<file path="src/sv/php_pkg.sv">
package php_pkg;

	localparam int HOST_TEXT_MAX   = 256;
	localparam int AGENT_TEXT_MAX  = 256;
	localparam int MAX_FRAME_BYTES = 65535;

	localparam int TEXT_MAX = (HOST_TEXT_MAX > AGENT_TEXT_MAX) ? HOST_TEXT_MAX : AGENT_TEXT_MAX;
	localparam int CNT_W    = $clog2(TEXT_MAX);

	localparam logic [CNT_W-1:0] HOST_LIMIT  = CNT_W'(HOST_TEXT_MAX - 1);
	localparam logic [CNT_W-1:0] AGENT_LIMIT = CNT_W'(AGENT_TEXT_MAX - 1);
	localparam logic [15:0]      POS_LIMIT   = 16'(MAX_FRAME_BYTES);

	localparam logic [15:0] ETYPE_IPV4 = 16'h0800;
	localparam logic [7:0]  PROTO_TCP  = 8'd6;
	localparam logic [7:0]  PROTO_UDP  = 8'd17;
	localparam logic [15:0] PORT_RESET = 16'd80;
	localparam logic [7:0]  CHAR_CR    = 8'h0d;
	localparam logic [7:0]  CHAR_LF    = 8'h0a;

	localparam logic [31:0] PAT_GET   = "GET ";
	localparam logic [39:0] PAT_POST  = "POST ";
	localparam logic [47:0] PAT_HOST  = "Host: ";
	localparam logic [95:0] PAT_AGENT = "User-Agent: ";

	localparam logic [1:0] KIND_SUMMARY = 2'd0;
	localparam logic [1:0] KIND_HOST    = 2'd1;
	localparam logic [1:0] KIND_AGENT   = 2'd2;

	localparam int QUEUE_DEPTH = 4;
	localparam int QPTR_W      = $clog2(QUEUE_DEPTH);

	typedef enum logic [1:0] {PH_SEARCH, PH_COPY, PH_DONE} phase_t;
	typedef enum logic [1:0] {ST_UNDECIDED, ST_REQUEST, ST_NOT_REQUEST} status_t;

	typedef struct packed {
		logic [47:0] source_mac;
		logic [47:0] destination_mac;
		logic [31:0] source_ip;
		logic [31:0] destination_ip;
		logic [7:0]  ip_protocol;
		logic [15:0] source_port;
		logic [15:0] destination_port;
		logic [7:0]  tcp_flag_bits;
		logic        http_request;
		logic        ipv4_frame;
	} summary_t;

	typedef struct packed {
		logic     host;
		logic     agent;
		logic     last;
		logic [7:0] text;
		summary_t sum;
	} event_t;

	typedef struct packed {
		phase_t           phase;
		logic [CNT_W-1:0] count;
		logic             emit;
	} scan_t;

	function automatic scan_t scan_text(phase_t phase, logic [CNT_W-1:0] count,
			logic [CNT_W-1:0] limit, logic match, logic [7:0] b, logic searchable);
		scan_t r;
		r.phase = phase;
		r.count = count;
		r.emit  = 1'b0;
		if (phase == PH_COPY) begin
			if (b == 8'd0 || b == CHAR_CR || b == CHAR_LF) begin
				r.phase = PH_DONE;
			end else begin
				r.count = count + 1'b1;
				r.emit  = 1'b1;
				if (r.count >= limit) r.phase = PH_DONE;
			end
		end else if (phase == PH_SEARCH && searchable && b != 8'd0 && match) begin
			r.phase = PH_COPY;
			r.count = '0;
		end
		return r;
	endfunction

endpackage

</file>
<file path="src/sv/packet_header_and_http_parser_top.sv">
// Ethernet/IPv4/TCP/UDP header parser with HTTP Host and User-Agent extraction.
// Input channel: in_valid/in_stall with data_byte and last_byte, one frame byte
// per transaction starting at the destination MAC. The block takes one byte
// every cycle while its internal four-entry queue has room.
// Output channel: out_valid/out_stall; each transaction is a host text byte,
// a user agent text byte or, on the frame's last byte, the frame summary.
// A result is queued at the edge that accepts its byte and is then registered
// at the output when the queue ahead of it is empty and the output is free.
// Throughput: one byte per cycle in while the queue has room; one result per
// cycle out while the output is not stalled, so a byte with two results (text
// plus summary, or host plus agent) sends them in turn; the queue absorbs it.
// Configuration: cfg_valid/cfg_ready with listen_port, always ready; write only
// while idle.
// Reset clears all frame state, the queue and out_valid, and sets the listen
// port to 80. While out_stall is high the output transaction holds, the queue
// fills, and in_stall rises once it is full.
module packet_header_and_http_parser_top (
	input  logic         clk,
	input  logic         arst_n,
	input  logic         in_valid,
	output logic         in_stall,
	input  logic [7:0]   data_byte,
	input  logic         last_byte,
	input  logic         cfg_valid,
	output logic         cfg_ready,
	input  logic [15:0]  listen_port,
	output logic         out_valid,
	input  logic         out_stall,
	output logic [1:0]   item_kind,
	output logic [7:0]   text_byte,
	output logic [47:0]  source_mac,
	output logic [47:0]  destination_mac,
	output logic [31:0]  source_ip,
	output logic [31:0]  destination_ip,
	output logic [7:0]   ip_protocol,
	output logic [15:0]  source_port,
	output logic [15:0]  destination_port,
	output logic [7:0]   tcp_flag_bits,
	output logic         http_request,
	output logic         ipv4_frame
);
	import php_pkg::*;

	logic [15:0] port_q;
	logic        full, empty, push, pop, accept;
	event_t      push_ev, head_ev;
	summary_t    sum;

	assign cfg_ready = 1'b1;
	assign in_stall  = full;

	always_ff @(posedge clk or negedge arst_n) begin
		if (!arst_n) port_q <= PORT_RESET;
		else if (cfg_valid && cfg_ready) port_q <= listen_port;
	end

	php_front u_front (
		.clk, .arst_n, .in_valid, .data_byte, .last_byte, .full,
		.listen_port(port_q), .accept, .push, .ev(push_ev)
	);

	php_queue u_queue (
		.clk, .arst_n, .push, .push_ev, .pop, .head_ev, .empty, .full
	);

	php_back u_back (
		.clk, .arst_n, .head_ev, .empty, .pop, .out_valid, .out_stall,
		.item_kind, .text_byte, .sum
	);

	assign source_mac       = sum.source_mac;
	assign destination_mac  = sum.destination_mac;
	assign source_ip        = sum.source_ip;
	assign destination_ip   = sum.destination_ip;
	assign ip_protocol      = sum.ip_protocol;
	assign source_port      = sum.source_port;
	assign destination_port = sum.destination_port;
	assign tcp_flag_bits    = sum.tcp_flag_bits;
	assign http_request     = sum.http_request;
	assign ipv4_frame       = sum.ipv4_frame;

	a_accept_not_full: assert property (@(posedge clk) disable iff (!arst_n)
		accept |-> !full)
		else $error("byte taken while queue full");
	a_push_needs_accept: assert property (@(posedge clk) disable iff (!arst_n)
		push |-> (in_valid && !in_stall))
		else $error("queue written without input transaction");
	a_last_pushes: assert property (@(posedge clk) disable iff (!arst_n)
		(accept && last_byte) |-> push)
		else $error("last byte did not queue a summary");

endmodule

</file>
<file path="src/sv/php_front.sv">
module php_front (
	input  logic                 clk,
	input  logic                 arst_n,
	input  logic                 in_valid,
	input  logic [7:0]           data_byte,
	input  logic                 last_byte,
	input  logic                 full,
	input  logic [15:0]          listen_port,
	output logic                 accept,
	output logic                 push,
	output php_pkg::event_t      ev
);
	import php_pkg::*;

	logic [15:0] pos_q, ip_end_q, th_end_q, etype_q;
	logic [47:0] dmac_q, smac_q;
	logic [31:0] sip_q, dip_q;
	logic [15:0] sport_q, dport_q;
	logic [7:0]  flags_q, proto_q;
	logic [87:0] win_q;
	status_t     status_q;
	phase_t      hphase_q, aphase_q;
	logic [CNT_W-1:0] hcount_q, acount_q;
	logic        nul_q;

	logic [15:0] d_pos, d_ip_end, d_th_end, d_etype;
	logic [47:0] d_dmac, d_smac;
	logic [31:0] d_sip, d_dip;
	logic [15:0] d_sport, d_dport;
	logic [7:0]  d_flags, d_proto;
	logic [87:0] d_win;
	status_t     d_status;
	phase_t      d_hphase, d_aphase;
	logic [CNT_W-1:0] d_hcount, d_acount;
	logic        d_nul;
	logic        eh, ea;

	logic [15:0] k_ip, k_pl, i;
	logic [95:0] buf_v;
	logic [3:0]  nib;
	logic [31:0] ports;
	scan_t       sh, sa;

	assign accept = in_valid && !full;
	assign i      = pos_q;
	assign k_ip   = pos_q - ip_end_q;
	assign k_pl   = pos_q - th_end_q;
	assign buf_v  = {win_q, data_byte};

	always_comb begin
		d_pos = pos_q; d_ip_end = ip_end_q; d_th_end = th_end_q; d_etype = etype_q;
		d_dmac = dmac_q; d_smac = smac_q; d_sip = sip_q; d_dip = dip_q;
		d_sport = sport_q; d_dport = dport_q; d_flags = flags_q; d_proto = proto_q;
		d_win = win_q; d_status = status_q; d_hphase = hphase_q; d_aphase = aphase_q;
		d_hcount = hcount_q; d_acount = acount_q; d_nul = nul_q;
		eh = 1'b0; ea = 1'b0;
		nib = 4'd0; ports = '0; sh = '0; sa = '0;
		if (pos_q < POS_LIMIT) begin
			d_pos = pos_q + 16'd1;
			if (i < 16'd6) begin
				d_dmac = {dmac_q[39:0], data_byte};
			end else if (i < 16'd12) begin
				d_smac = {smac_q[39:0], data_byte};
			end else if (i == 16'd12) begin
				d_etype = {data_byte, 8'd0};
			end else if (i == 16'd13) begin
				d_etype = {etype_q[15:8], data_byte};
			end else if (etype_q != ETYPE_IPV4) begin
				d_etype = etype_q;
			end else if (i == 16'd14) begin
				nib = (data_byte[3:0] < 4'd5) ? 4'd5 : data_byte[3:0];
				d_ip_end = 16'd14 + {10'd0, nib, 2'b00};
			end else if (i == 16'd23) begin
				d_proto = data_byte;
			end else if (i >= 16'd26 && i < 16'd30) begin
				d_sip = {sip_q[23:0], data_byte};
			end else if (i >= 16'd30 && i < 16'd34) begin
				d_dip = {dip_q[23:0], data_byte};
			end else if (ip_end_q != 16'd0 && i >= ip_end_q &&
					(proto_q == PROTO_TCP || proto_q == PROTO_UDP)) begin
				if (k_ip < 16'd4) begin
					ports   = {sport_q[7:0], dport_q, data_byte};
					d_sport = ports[31:16];
					d_dport = ports[15:0];
					if (proto_q == PROTO_UDP && k_ip == 16'd0) d_th_end = ip_end_q + 16'd8;
				end else if (proto_q == PROTO_UDP) begin
					d_proto = proto_q;
				end else if (k_ip == 16'd12) begin
					nib = (data_byte[7:4] < 4'd5) ? 4'd5 : data_byte[7:4];
					d_th_end = ip_end_q + {10'd0, nib, 2'b00};
				end else if (k_ip == 16'd13) begin
					d_flags = data_byte;
				end else if (th_end_q != 16'd0 && i >= th_end_q) begin
					d_win = {win_q[79:0], data_byte};
					if (status_q == ST_UNDECIDED) begin
						if (sport_q != listen_port && dport_q != listen_port)
							d_status = ST_NOT_REQUEST;
						else if (k_pl == 16'd3 && buf_v[31:0] == PAT_GET)
							d_status = ST_REQUEST;
						else if (k_pl >= 16'd4)
							d_status = (buf_v[39:0] == PAT_POST) ? ST_REQUEST : ST_NOT_REQUEST;
					end
					if (d_status == ST_REQUEST) begin
						sh = scan_text(hphase_q, hcount_q, HOST_LIMIT,
							buf_v[47:0] == PAT_HOST, data_byte, !nul_q);
						sa = scan_text(aphase_q, acount_q, AGENT_LIMIT,
							buf_v == PAT_AGENT, data_byte, !nul_q);
						d_hphase = sh.phase; d_hcount = sh.count; eh = sh.emit;
						d_aphase = sa.phase; d_acount = sa.count; ea = sa.emit;
					end
					if (data_byte == 8'd0) d_nul = 1'b1;
				end
			end
		end
	end

	always_comb begin
		ev.host  = eh;
		ev.agent = ea && !(last_byte && eh);
		ev.last  = last_byte;
		ev.text  = data_byte;
		ev.sum.source_mac       = d_smac;
		ev.sum.destination_mac  = d_dmac;
		ev.sum.source_ip        = d_sip;
		ev.sum.destination_ip   = d_dip;
		ev.sum.ip_protocol      = d_proto;
		ev.sum.source_port      = d_sport;
		ev.sum.destination_port = d_dport;
		ev.sum.tcp_flag_bits    = d_flags;
		ev.sum.http_request     = (d_status == ST_REQUEST);
		ev.sum.ipv4_frame       = (d_pos >= 16'd14) && (d_etype == ETYPE_IPV4);
		push = accept && (ev.host || ev.agent || ev.last);
	end

	always_ff @(posedge clk or negedge arst_n) begin
		if (!arst_n) begin
			pos_q <= '0; ip_end_q <= '0; th_end_q <= '0; etype_q <= '0;
			dmac_q <= '0; smac_q <= '0; sip_q <= '0; dip_q <= '0;
			sport_q <= '0; dport_q <= '0; flags_q <= '0; proto_q <= '0;
			win_q <= '0; status_q <= ST_UNDECIDED; hphase_q <= PH_SEARCH;
			aphase_q <= PH_SEARCH; hcount_q <= '0; acount_q <= '0; nul_q <= 1'b0;
		end else if (accept && last_byte) begin
			pos_q <= '0; ip_end_q <= '0; th_end_q <= '0; etype_q <= '0;
			dmac_q <= '0; smac_q <= '0; sip_q <= '0; dip_q <= '0;
			sport_q <= '0; dport_q <= '0; flags_q <= '0; proto_q <= '0;
			win_q <= '0; status_q <= ST_UNDECIDED; hphase_q <= PH_SEARCH;
			aphase_q <= PH_SEARCH; hcount_q <= '0; acount_q <= '0; nul_q <= 1'b0;
		end else if (accept) begin
			pos_q <= d_pos; ip_end_q <= d_ip_end; th_end_q <= d_th_end; etype_q <= d_etype;
			dmac_q <= d_dmac; smac_q <= d_smac; sip_q <= d_sip; dip_q <= d_dip;
			sport_q <= d_sport; dport_q <= d_dport; flags_q <= d_flags; proto_q <= d_proto;
			win_q <= d_win; status_q <= d_status; hphase_q <= d_hphase;
			aphase_q <= d_aphase; hcount_q <= d_hcount; acount_q <= d_acount; nul_q <= d_nul;
		end
	end

endmodule

</file>
<file path="src/sv/php_queue.sv">
module php_queue (
	input  logic            clk,
	input  logic            arst_n,
	input  logic            push,
	input  php_pkg::event_t push_ev,
	input  logic            pop,
	output php_pkg::event_t head_ev,
	output logic            empty,
	output logic            full
);
	import php_pkg::*;

	event_t             mem_q [QUEUE_DEPTH];
	logic [QPTR_W-1:0]  wr_q, rd_q;
	logic [QPTR_W:0]    cnt_q;

	assign empty   = (cnt_q == '0);
	assign full    = (cnt_q == (QPTR_W+1)'(QUEUE_DEPTH));
	assign head_ev = mem_q[rd_q];

	always_ff @(posedge clk) begin
		if (push) mem_q[wr_q] <= push_ev;
	end

	always_ff @(posedge clk or negedge arst_n) begin
		if (!arst_n) begin
			wr_q <= '0; rd_q <= '0; cnt_q <= '0;
		end else begin
			if (push) wr_q <= wr_q + 1'b1;
			if (pop) rd_q <= rd_q + 1'b1;
			cnt_q <= cnt_q + (QPTR_W+1)'(push) - (QPTR_W+1)'(pop);
		end
	end

	a_no_overflow: assert property (@(posedge clk) disable iff (!arst_n) full |-> !push)
		else $error("queue written while full");
	a_no_underflow: assert property (@(posedge clk) disable iff (!arst_n) empty |-> !pop)
		else $error("queue read while empty");
	a_count_range: assert property (@(posedge clk) disable iff (!arst_n)
		cnt_q <= (QPTR_W+1)'(QUEUE_DEPTH))
		else $error("queue count out of range");

endmodule

</file>
<file path="src/sv/php_back.sv">
module php_back (
	input  logic            clk,
	input  logic            arst_n,
	input  php_pkg::event_t head_ev,
	input  logic            empty,
	output logic            pop,
	output logic            out_valid,
	input  logic            out_stall,
	output logic [1:0]      item_kind,
	output logic [7:0]      text_byte,
	output php_pkg::summary_t sum
);
	import php_pkg::*;

	logic [2:0] done_q, want, pend, sel, next_done;
	logic       load;

	assign want = empty ? 3'b000 : {head_ev.host, head_ev.agent, head_ev.last};
	assign pend = want & ~done_q;
	assign load = (pend != 3'b000) && (!out_valid || !out_stall);

	always_comb begin
		sel = 3'b000;
		if (pend[2]) sel = 3'b100;
		else if (pend[1]) sel = 3'b010;
		else if (pend[0]) sel = 3'b001;
		next_done = done_q | sel;
		pop = load && (next_done == want);
	end

	always_ff @(posedge clk or negedge arst_n) begin
		if (!arst_n) begin
			done_q <= '0; out_valid <= 1'b0;
		end else begin
			if (load) done_q <= pop ? 3'b000 : next_done;
			if (load) out_valid <= 1'b1;
			else if (!out_stall) out_valid <= 1'b0;
		end
	end

	always_ff @(posedge clk) begin
		if (load) begin
			if (sel[0]) begin
				item_kind <= KIND_SUMMARY; text_byte <= 8'd0; sum <= head_ev.sum;
			end else begin
				item_kind <= sel[2] ? KIND_HOST : KIND_AGENT;
				text_byte <= head_ev.text;
				sum <= '0;
			end
		end
	end

	a_one_sel: assert property (@(posedge clk) disable iff (!arst_n) $onehot0(sel))
		else $error("more than one item selected");
	a_done_subset: assert property (@(posedge clk) disable iff (!arst_n)
		!empty |-> ((done_q & ~want) == 3'b000))
		else $error("completed item not requested by head");
	a_summary_text: assert property (@(posedge clk) disable iff (!arst_n)
		(out_valid && item_kind == KIND_SUMMARY) |-> text_byte == 8'd0)
		else $error("summary carries text");

endmodule
</file>
<file path="config.mk">
export PLATFORM = sky130hd
export DESIGN_NAME = packet_header_and_http_parser_top
export DESIGN_NICKNAME = d
export VERILOG_FILES = /design/src/sv/php_pkg.sv /design/src/sv/packet_header_and_http_parser_top.sv /design/src/sv/php_front.sv /design/src/sv/php_queue.sv /design/src/sv/php_back.sv
export SDC_FILE = /design/constraint.sdc
export NUM_CORES = 2
export LEC_CHECK = 0
export BUFFER_PORTS_ARGS = -buffer_cell sky130_fd_sc_hd__buf_2
export CORE_MARGIN = 2
export CORE_UTILIZATION = 35
export CTS_CLUSTER_DIAMETER = 200
export DETAILED_ROUTE_END_ITERATION = 8
export GPL_TIMING_DRIVEN = 0
export PLACE_DENSITY = 0.52
export SYNTH_ARGS = -nofsm -noshare
export SYNTH_HDL_FRONTEND = slang
export SYNTH_HIERARCHICAL = 1
export SYNTH_SLANG_ARGS = --single-unit
</file>
<file path="constraint.sdc">
create_clock -name clk -period 10.4 [get_ports clk]
set_clock_uncertainty 0.2 [all_clocks]
set_input_delay 0.52 -clock clk [delete_from_list [all_inputs] [get_ports clk]]
set_output_delay 0.52 -clock clk [all_outputs]
set_load 0.01 [all_outputs]
</file>
Word-level counts from Yosys, hierarchy flattened
Memory sizes are Yosys's and may differ from the RTL's.
Index checks and enable logic that the tools add are counted.
{"block": "word_totals", "mem_bits_rw": 884, "mem_count": 1, "reg_bits": 630}
{"memory": "u_queue.mem_q", "words": 4, "width": 221, "read_ports": 1, "rd_ports_with_merged_regs": 0, "write_ports": 1, "line": "php_queue.sv:13", "text": "event_t mem_q [QUEUE_DEPTH];"}
{"block": "op_classes", "eq_ne": 45, "addsub": 12, "mux": 333, "n_bitwise": 3, "n_lt_le_gt_ge": 16, "reduce_logical": 61}
{"op": "$mux 88", "n": 18}
{"op": "$mux 16", "n": 63}
{"op": "$mux 32", "n": 23}
{"op": "$mux 8", "n": 66}
{"op": "$mux 48", "n": 9}
{"op": "$mux 2", "n": 82}
{"op": "$eq 96x95->1 const B", "n": 1}
{"op": "$eq 16x4->1 const B", "n": 5}
{"op": "$reduce_and 20->1", "n": 4}
{"op": "$mux 1", "n": 60}
{"op": "$eq 48x47->1 const B", "n": 1}
{"op": "$eq 40x39->1 const B", "n": 1}
{"op": "$mux 10", "n": 4}
{"op": "$eq 32x31->1 const B", "n": 1}
{"op": "$ge 16x16->1", "n": 2}
{"op": "$ge 16x5->1 const B", "n": 2}
{"op": "$lt 16x3->1 const B", "n": 2}
{"op": "$ne 16x16->1", "n": 2}
{"op": "$reduce_bool 16->1", "n": 2}
{"op": "$sub 16x16->16", "n": 2}
{"op": "$ne 2x2->1 const B", "n": 13}
{"op": "$logic_and 1x1->1", "n": 22}
{"op": "$mux 9", "n": 2}
{"op": "$reduce_and 18->1", "n": 1}
{"op": "47 further kinds", "n": 82}

Logic depth before layout (Yosys ltp)
{"block": "logic_depth", "depth_word": 48, "ltp_mapped": 19, "depth_no_buf": 17}

Hierarchy
The synthesis kept the hierarchy.
{"module": "php_queue", "area_each_um2": 32367.3, "seq_area_each_um2": 26720.6, "n_inst": 1, "cells_each": 1189}
{"module": "php_front", "area_each_um2": 19650.1, "seq_area_each_um2": 9108.7, "n_inst": 1, "cells_each": 1848}
{"module": "php_back", "area_each_um2": 8375.5, "seq_area_each_um2": 6706.4, "n_inst": 1, "cells_each": 495}
{"module": "packet_header_and_http_parser_top", "area_each_um2": 663.1, "seq_area_each_um2": 402.9, "n_inst": 1, "cells_each": 36}

Worst setup path after synthesis
OpenSTA, ideal clock, no wires.
{"block": "synth_timing", "path_type": "register to register", "from": "register u_queue.rd_q[0]", "to": "register u_back.item_kind[0], enable pin", "path_slack_ns": -1.104, "stages_incl_launch_ff": 8, "arrival_ns": 10.500, "setup_ns": 0.804, "cell_sequence": "dfrtp_1 -> buf_6 -> buf_8 -> buf_6 -> mux4_2 -> nand2b_1 -> nor3b_1 -> nor2_1"}
{"element": "start: declaration", "line": "php_queue.sv:14", "text": "logic [QPTR_W-1:0] wr_q, rd_q;"}
{"element": "start signal: assignment", "line": "php_queue.sv:30", "text": "if (pop) rd_q <= rd_q + 1'b1;"}
{"element": "end signal: assignment", "line": "php_back.sv:46", "text": "item_kind <= sel[2] ? KIND_HOST : KIND_AGENT;"}
{"element": "end: declaration", "line": "php_back.sv:9", "text": "output logic [1:0] item_kind,"}

Worst setup path in the final report
{"block": "layout_timing", "from": "register u_front.pos_q[1] (netlist: u_front/i[1])", "to": "memory u_queue/mem_q[3][33] in the netlist's numbering, enable pin"}
{"block": "layout_via", "elab_chain_len": 48, "word_cells_on_any_way": 89, "cone_classes": "add/sub (2); order compare (11); eq/ne (8); mux (56); reduce/logical (12)"}
{"element": "start: declaration", "line": "php_front.sv:15", "text": "logic [15:0] pos_q, ip_end_q, th_end_q, etype_q;"}
{"element": "start signal: assignment", "line": "php_front.sv:149", "text": "pos_q <= d_pos; ip_end_q <= d_ip_end; th_end_q <= d_th_end; etype_q <= d_etype;"}
{"element": "$sub 16x16->16", "line": "php_front.sv:47", "text": "assign k_pl = pos_q - th_end_q;"}
{"element": "$ge 16x3->1 / $eq 16x2->1 (equally long branches)", "line": "php_front.sv:100, php_front.sv:98"}
{"element": "$mux 2 / $logic_and 1x1->1 (equally long branches)", "line": "php_front.sv:100, php_front.sv:98"}
{"element": "$mux 2", "line": "php_front.sv:98", "text": "else if (k_pl == 16'd3 && buf_v[31:0] == PAT_GET)"}
{"element": "$mux 2", "line": "php_front.sv:96", "text": "if (sport_q != listen_port && dport_q != listen_port)"}
{"element": "$mux 2", "line": "php_front.sv:95", "text": "if (status_q == ST_UNDECIDED) begin"}
{"element": "$mux 2", "line": "php_front.sv:93", "text": "end else if (th_end_q != 16'd0 && i >= th_end_q) begin"}
{"element": "$mux 2", "line": "php_front.sv:91", "text": "end else if (k_ip == 16'd13) begin"}
{"element": "(+32 left out)"}
{"element": "$logic_and 1x1->1", "line": "php_front.sv:119", "text": "ev.agent = ea && !(last_byte && eh);"}
{"element": "$logic_not 1->1", "line": "php_front.sv:119"}
{"element": "$logic_and 1x1->1", "line": "php_front.sv:119"}
{"element": "$logic_or 1x1->1 * (2 in a row)", "line": "php_front.sv:132", "text": "push = accept && (ev.host || ev.agent || ev.last);"}
{"element": "$logic_and 1x1->1 *", "line": "php_front.sv:132"}
{"element": "net push", "line": "packet_header_and_http_parser_top.sv:45", "text": "logic full, empty, push, pop, accept;"}
{"element": "$mux 1 *", "line": "php_queue.sv:22", "text": "if (push) mem_q[wr_q] <= push_ev;"}
{"element": "$mux 1 (implied by the code) *", "line": "php_queue.sv:22"}
{"element": "end: declaration", "line": "php_queue.sv:13"}
The timed path passes the listed nets; every way through them passes the cells marked *. The select of a mux whose other input is x is not followed.

==> tab_implementation.tex <==
\begin{tabular}{lr}
\hline
Metric & Value \\
\hline
\multicolumn{2}{l}{\textbf{Run status}} \\
\quad Outcome & finished clean \\
\multicolumn{2}{l}{\textbf{Floorplanning}} \\
\quad Full die area & 178000 um2 \\
\quad Top-Level Pins & 253 \\
\quad Initial core utilization & 0.352 \\
\quad Floorplan die height & 422 um \\
\quad Floorplan row count & 153 \\
\quad Die X-Extent & 422 um \\
\quad Area of the core & 174000 um2 \\
\multicolumn{2}{l}{\textbf{Synth}} \\
\quad Share of synthesized registers carrying an async set or reset & 0.262 \\
\quad Synth top area cells & edfxtp\_1 (54\%), dfrtp\_1 (16\%), mux4\_2 (7.3\%) \\
\quad Primary flip-flop cell chosen by synthesis mapping & edfxtp\_1 \\
\quad Post-Syn Nets & 3635 \\
\quad Number of enable-type register cells in the synthesized netlist & 1104 \\
\quad Cell types with the highest counts after synthesis & edfxtp\_1 (1104), dfrtp\_1 (389), a22o\_1 (289) \\
\quad Synthesis warning total & 6 \\
\quad Synthesized area per cell & 17.1 um2 \\
\quad Area share of the largest cell type after synthesis & 0.543 \\
\quad Most numerous cell in the Yosys netlist & edfxtp\_1 \\
\quad Instance count of the mapped netlist & 3568 \\
\quad Sequential share of the synthesized area & 0.703 \\
\quad Library cell with the largest summed area after synthesis & edfxtp\_1 \\
\quad Post-synth design cell area & 61100 um2 \\
\quad Post-synth cell types & 90 \\
\quad Synth Register Bits & 1495 \\
\multicolumn{2}{l}{\textbf{Setup path}} \\
\quad Kind of critical path & reg2reg \\
\quad R2R cell count & 18 \\
\quad Reg2Reg Setup Slack & 3.51 ns \\
\quad FF-to-FF End & u\_queue/mem\_q[3][33] \\
\quad Element type at the critical path start & flop \\
\quad Type of destination of the critical path & flop \\
\quad Data arrival time of the critical path & 7.18 ns \\
\quad Reg-to-Reg Start & u\_front/i[1] \\
\quad Largest driver fanout on the critical path & 50 \\
\quad Critical path startpoint & u\_front/i[1] \\
\quad Critical Path RT & 10.69 ns \\
\multicolumn{2}{l}{\textbf{Routing}} \\
\quad Drc violations & 0 \\
\quad Number of optimization iterations in the first detailed-route pass & 5 \\
\quad Detailed-route vias per instance & 5.15 \\
\quad Detail-routed net length per standard cell & 23.4 um \\
\quad Remaining number of nets flagged by the antenna check after routing & 0 \\
\quad Drt total wl & 153000 um \\
\quad Number of DRC markers after the initial detailed-route iteration & 2681 \\
\quad Number of vias in the routed layout & 33.5k \\
\multicolumn{2}{l}{\textbf{Hold path}} \\
\quad Hold crit path type & in2reg \\
\quad Number of cells on the worst hold path & 2 \\
\quad Min-Delay Endpoint & u\_queue/mem\_q[3][214] \\
\quad Critical hold path startpoint & data\_byte[4] \\
\multicolumn{2}{l}{\textbf{Final layout}} \\
\quad Layout Area Growth over Synthesis & 17.4\% \\
\quad Proportion of layout cells with a drive suffix above 1 & 0.242 \\
\quad Fill cell total of the finished layout & 15.7k \\
\quad Total area of multi-input combinational cells & 16700 um2 \\
\quad Storage cell area & 42900 um2 \\
\quad Fin nets & 4117 \\
\quad Non-Filler Cell Area, Final & 71700 um2 \\
\multicolumn{2}{l}{\textbf{STA}} \\
\quad Fmax achieved & 145 MHz \\
\quad Max Slew Vio Count & 0 \\
\quad Setup slack after layout & 3.51 ns \\
\quad Hold slack & 0.111 ns \\
\quad Setup Total Neg Slack & 0 ns \\
\quad Slew at the pin closest to its max-slew limit & 1.37 ns \\
\quad RSZ-0062 raised after global routing & no \\
\quad Min Clock Period, post-route & 6.89 ns \\
\quad Tightest slew margin relative to the limit & 0.0746 \\
\quad Final Hold Vio Count & 0 \\
\quad Final period util & 0.663 \\
\quad Number of setup violations in the final report & 0 \\
\multicolumn{2}{l}{\textbf{Placed design}} \\
\quad Placer Congestion & 0.858 \\
\quad I/O Buffers & 247 \\
\quad Placed instance area & 66000 um2 \\
\quad Pre-CTS WS & 3.56 ns \\
\quad Post-DP HPWL & 102000 um \\
\multicolumn{2}{l}{\textbf{Clocking}} \\
\quad Htree depth & 4 \\
\quad Skew-Pair Late Insertion Delay & 0.81 ns \\
\quad Number of buffers created by CTS & 161 \\
\quad Maximum count of clock buffers along a single path & 3 \\
\quad Post\_cts resized & 0 \\
\quad Clock tree from TritonCTS & done \\
\quad Post-CTS setup-driven buffer insertion count & 0 \\
\quad CTS Sinks & 1495 \\
\quad Buffer type at the clock tree root & clkbuf\_16 \\
\quad Worst-path clk slew & 0.07 ns \\
\multicolumn{2}{l}{\textbf{Power}} \\
\quad Net switching fraction of the power & 0.298 \\
\quad Logic gate share of total power & 0.250 \\
\quad Net Sw Power & 5370 uW \\
\quad Total power per unit cell area & 252 nW/um2 \\
\quad Reg power frac & 0.437 \\
\quad Internal Pwr Total & 12700 uW \\
\quad Max IR drop VDD & 0.142 mV \\
\quad Portion of total power attributed to the clock network & 0.313 \\
\quad Static leakage power & 0.0270 uW \\
\multicolumn{2}{l}{\textbf{GRT}} \\
\quad GRT Overall Usage & 0.171 \\
\quad Antenna violations before repair & 17 \\
\quad Vias in the first global route & 34.4k \\
\quad Largest net degree at the start of global routing & 111 \\
\quad Global-route wire length before repair & 229000 um \\
\quad Leftover overflow at the end of global routing & 0 \\
\multicolumn{2}{l}{\textbf{Run}} \\
\quad Max-capacitance violation count & 0 \\
\hline
\end{tabular}
## sequential cells by signal (all words and copies together), names as in the netlist, 16 cells and up
name and count:
u_front/etype_q 16, port_q 16, u_back/sum 210, u_queue/mem_q 884, u_front/win_q 88, u_front/i 16, u_front/dip_q 32, u_front/sport_q 16
u_front/smac_q 48, u_front/sip_q 32, u_front/dmac_q 48, u_front/dport_q 16
## critical path, stage by stage (launching register included)
cell	delay, ns
dfrtp_1	0.40
clkbuf_1	0.22
inv_1	0.27
ha_1	0.24
inv_1	0.06
fa_1	0.44
xnor2_1	0.29
nand3_1	0.11
a311oi_1	0.27
nand4b_1	0.18
nor3_1	0.65
mux2i_1	0.30
clkbuf_1	0.46
o2111ai_1	0.26
a21oi_1	0.57
and2_4	0.61
buf_16	0.32
buf_16	0.33
buf_16	0.28
## per-stage QoR
step                total power, uW  cells   util
finish                        18000   6517  0.413
global route                  18900   6514  0.413
CTS                           18400   6512  0.413
detailed placement            12700   6172  0.380
global placement              12800   6140  0.376
floorplan                     10900   3568      -
## kinds of logic after synthesis
kind of cell             Yosys count  share of synthesized area
AO/OA/AOI/OAI                    533                     0.0682
XOR/XNOR                          58                    0.00832
flip-flops                      1495                      0.703
adder cells (fa/ha/maj)           37                    0.00807
multiplexers                     428                      0.121
other                              1                  0.0000614
buffers and inverters            278                     0.0229
AND/OR/NAND/NOR                  738                     0.0677
## cell type report
type | count | area share
tap | 2325 | 0.0406
clock inverter | 90 | 0.0121
timing repair buffer | 319 | 0.0340
buffer | 229 | 0.0170
sequential | 1495 | 0.599
clock buffer | 211 | 0.0611
antenna | 4 | 0.000140
multi-input combinational | 1795 | 0.233
inverter | 49 | 0.00257
## how the worst max path moves through the flow
| stage | cells after the start | end | slack [ns] |
|---|---|---|---|
| 4_1_cts | 18 | u_queue/mem_q[3][54] | 3.50 |
| 6_report | 18 | u_queue/mem_q[3][33] | 3.51 |
| 3_5_place_dp | 18 | u_queue/mem_q[3][33] | 3.56 |
| 3_3_place_gp | 15 | u_queue/mem_q[1][31] | -5.10 |
| 2_1_floorplan | 15 | u_queue/mem_q[0][0] | 1.02 |
| 5_1_grt | 18 | u_queue/mem_q[3][33] | 3.14 |
## timing repair
item,in CTS,in global routing
hold buffers,39,0
endpoints found under the setup margin,0,0
hold endpoints to repair,147,0
## layer usage
| metal | vias up | wire length [um] | GRT usage | share of wire |
|---|---|---|---|---|
| li1 | 15071 | - | - | - |
| met1 | 17462 | 66100 | 0.226 | 0.43 |
| met2 | 793 | 74800 | 0.281 | 0.49 |
| met3 | 217 | 6980 | 0.0338 | 0.046 |
| met4 | 6 | 4690 | 0.0594 | 0.031 |
| met5 | - | 29 | 0 | 0.00019 |
## cells in the final DEF, fill, tap and decap left out, types with 12 or more instances in the layout
cell type and count:
a21oi_1 43, clkbuf_1 161, mux4_2 199, mux4_1 22, clkbuf_8 14, nand2_1 198
and2_1 214, nor2b_1 24, o21ai_0 65, a22o_1 289, clkinv_2 31, nor4bb_1 13
nand4_1 29, buf_4 14, nand3_1 26, dlygate4sd3_1 39, nor4_1 33, nand2b_1 12
buf_2 296, inv_1 47, mux2_1 28, buf_16 21, dfrtp_1 389, o2bb2ai_1 12
buf_6 28, edfxtp_1 1104, xor2_1 40, mux2i_1 13, clkinv_1 29, nor3_1 32
xnor2_1 18, a31oi_1 13, ha_1 33, nor4b_1 12, mux2_2 156, clkbuf_16 162
nor2_1 63
## power by group through the flow
stage | combinational (uW) | sequential [uW] | clock (uW)
finish | 4520 | 7890 | 5640
CTS | 4660 | 7910 | 5810
floorplan | 2480 | 8380 | 0
global route | 4890 | 7970 | 6050
global placement | 4420 | 8370 | 0
detailed placement | 4640 | 8030 | 0
Power figures use the tool's default switching activity.
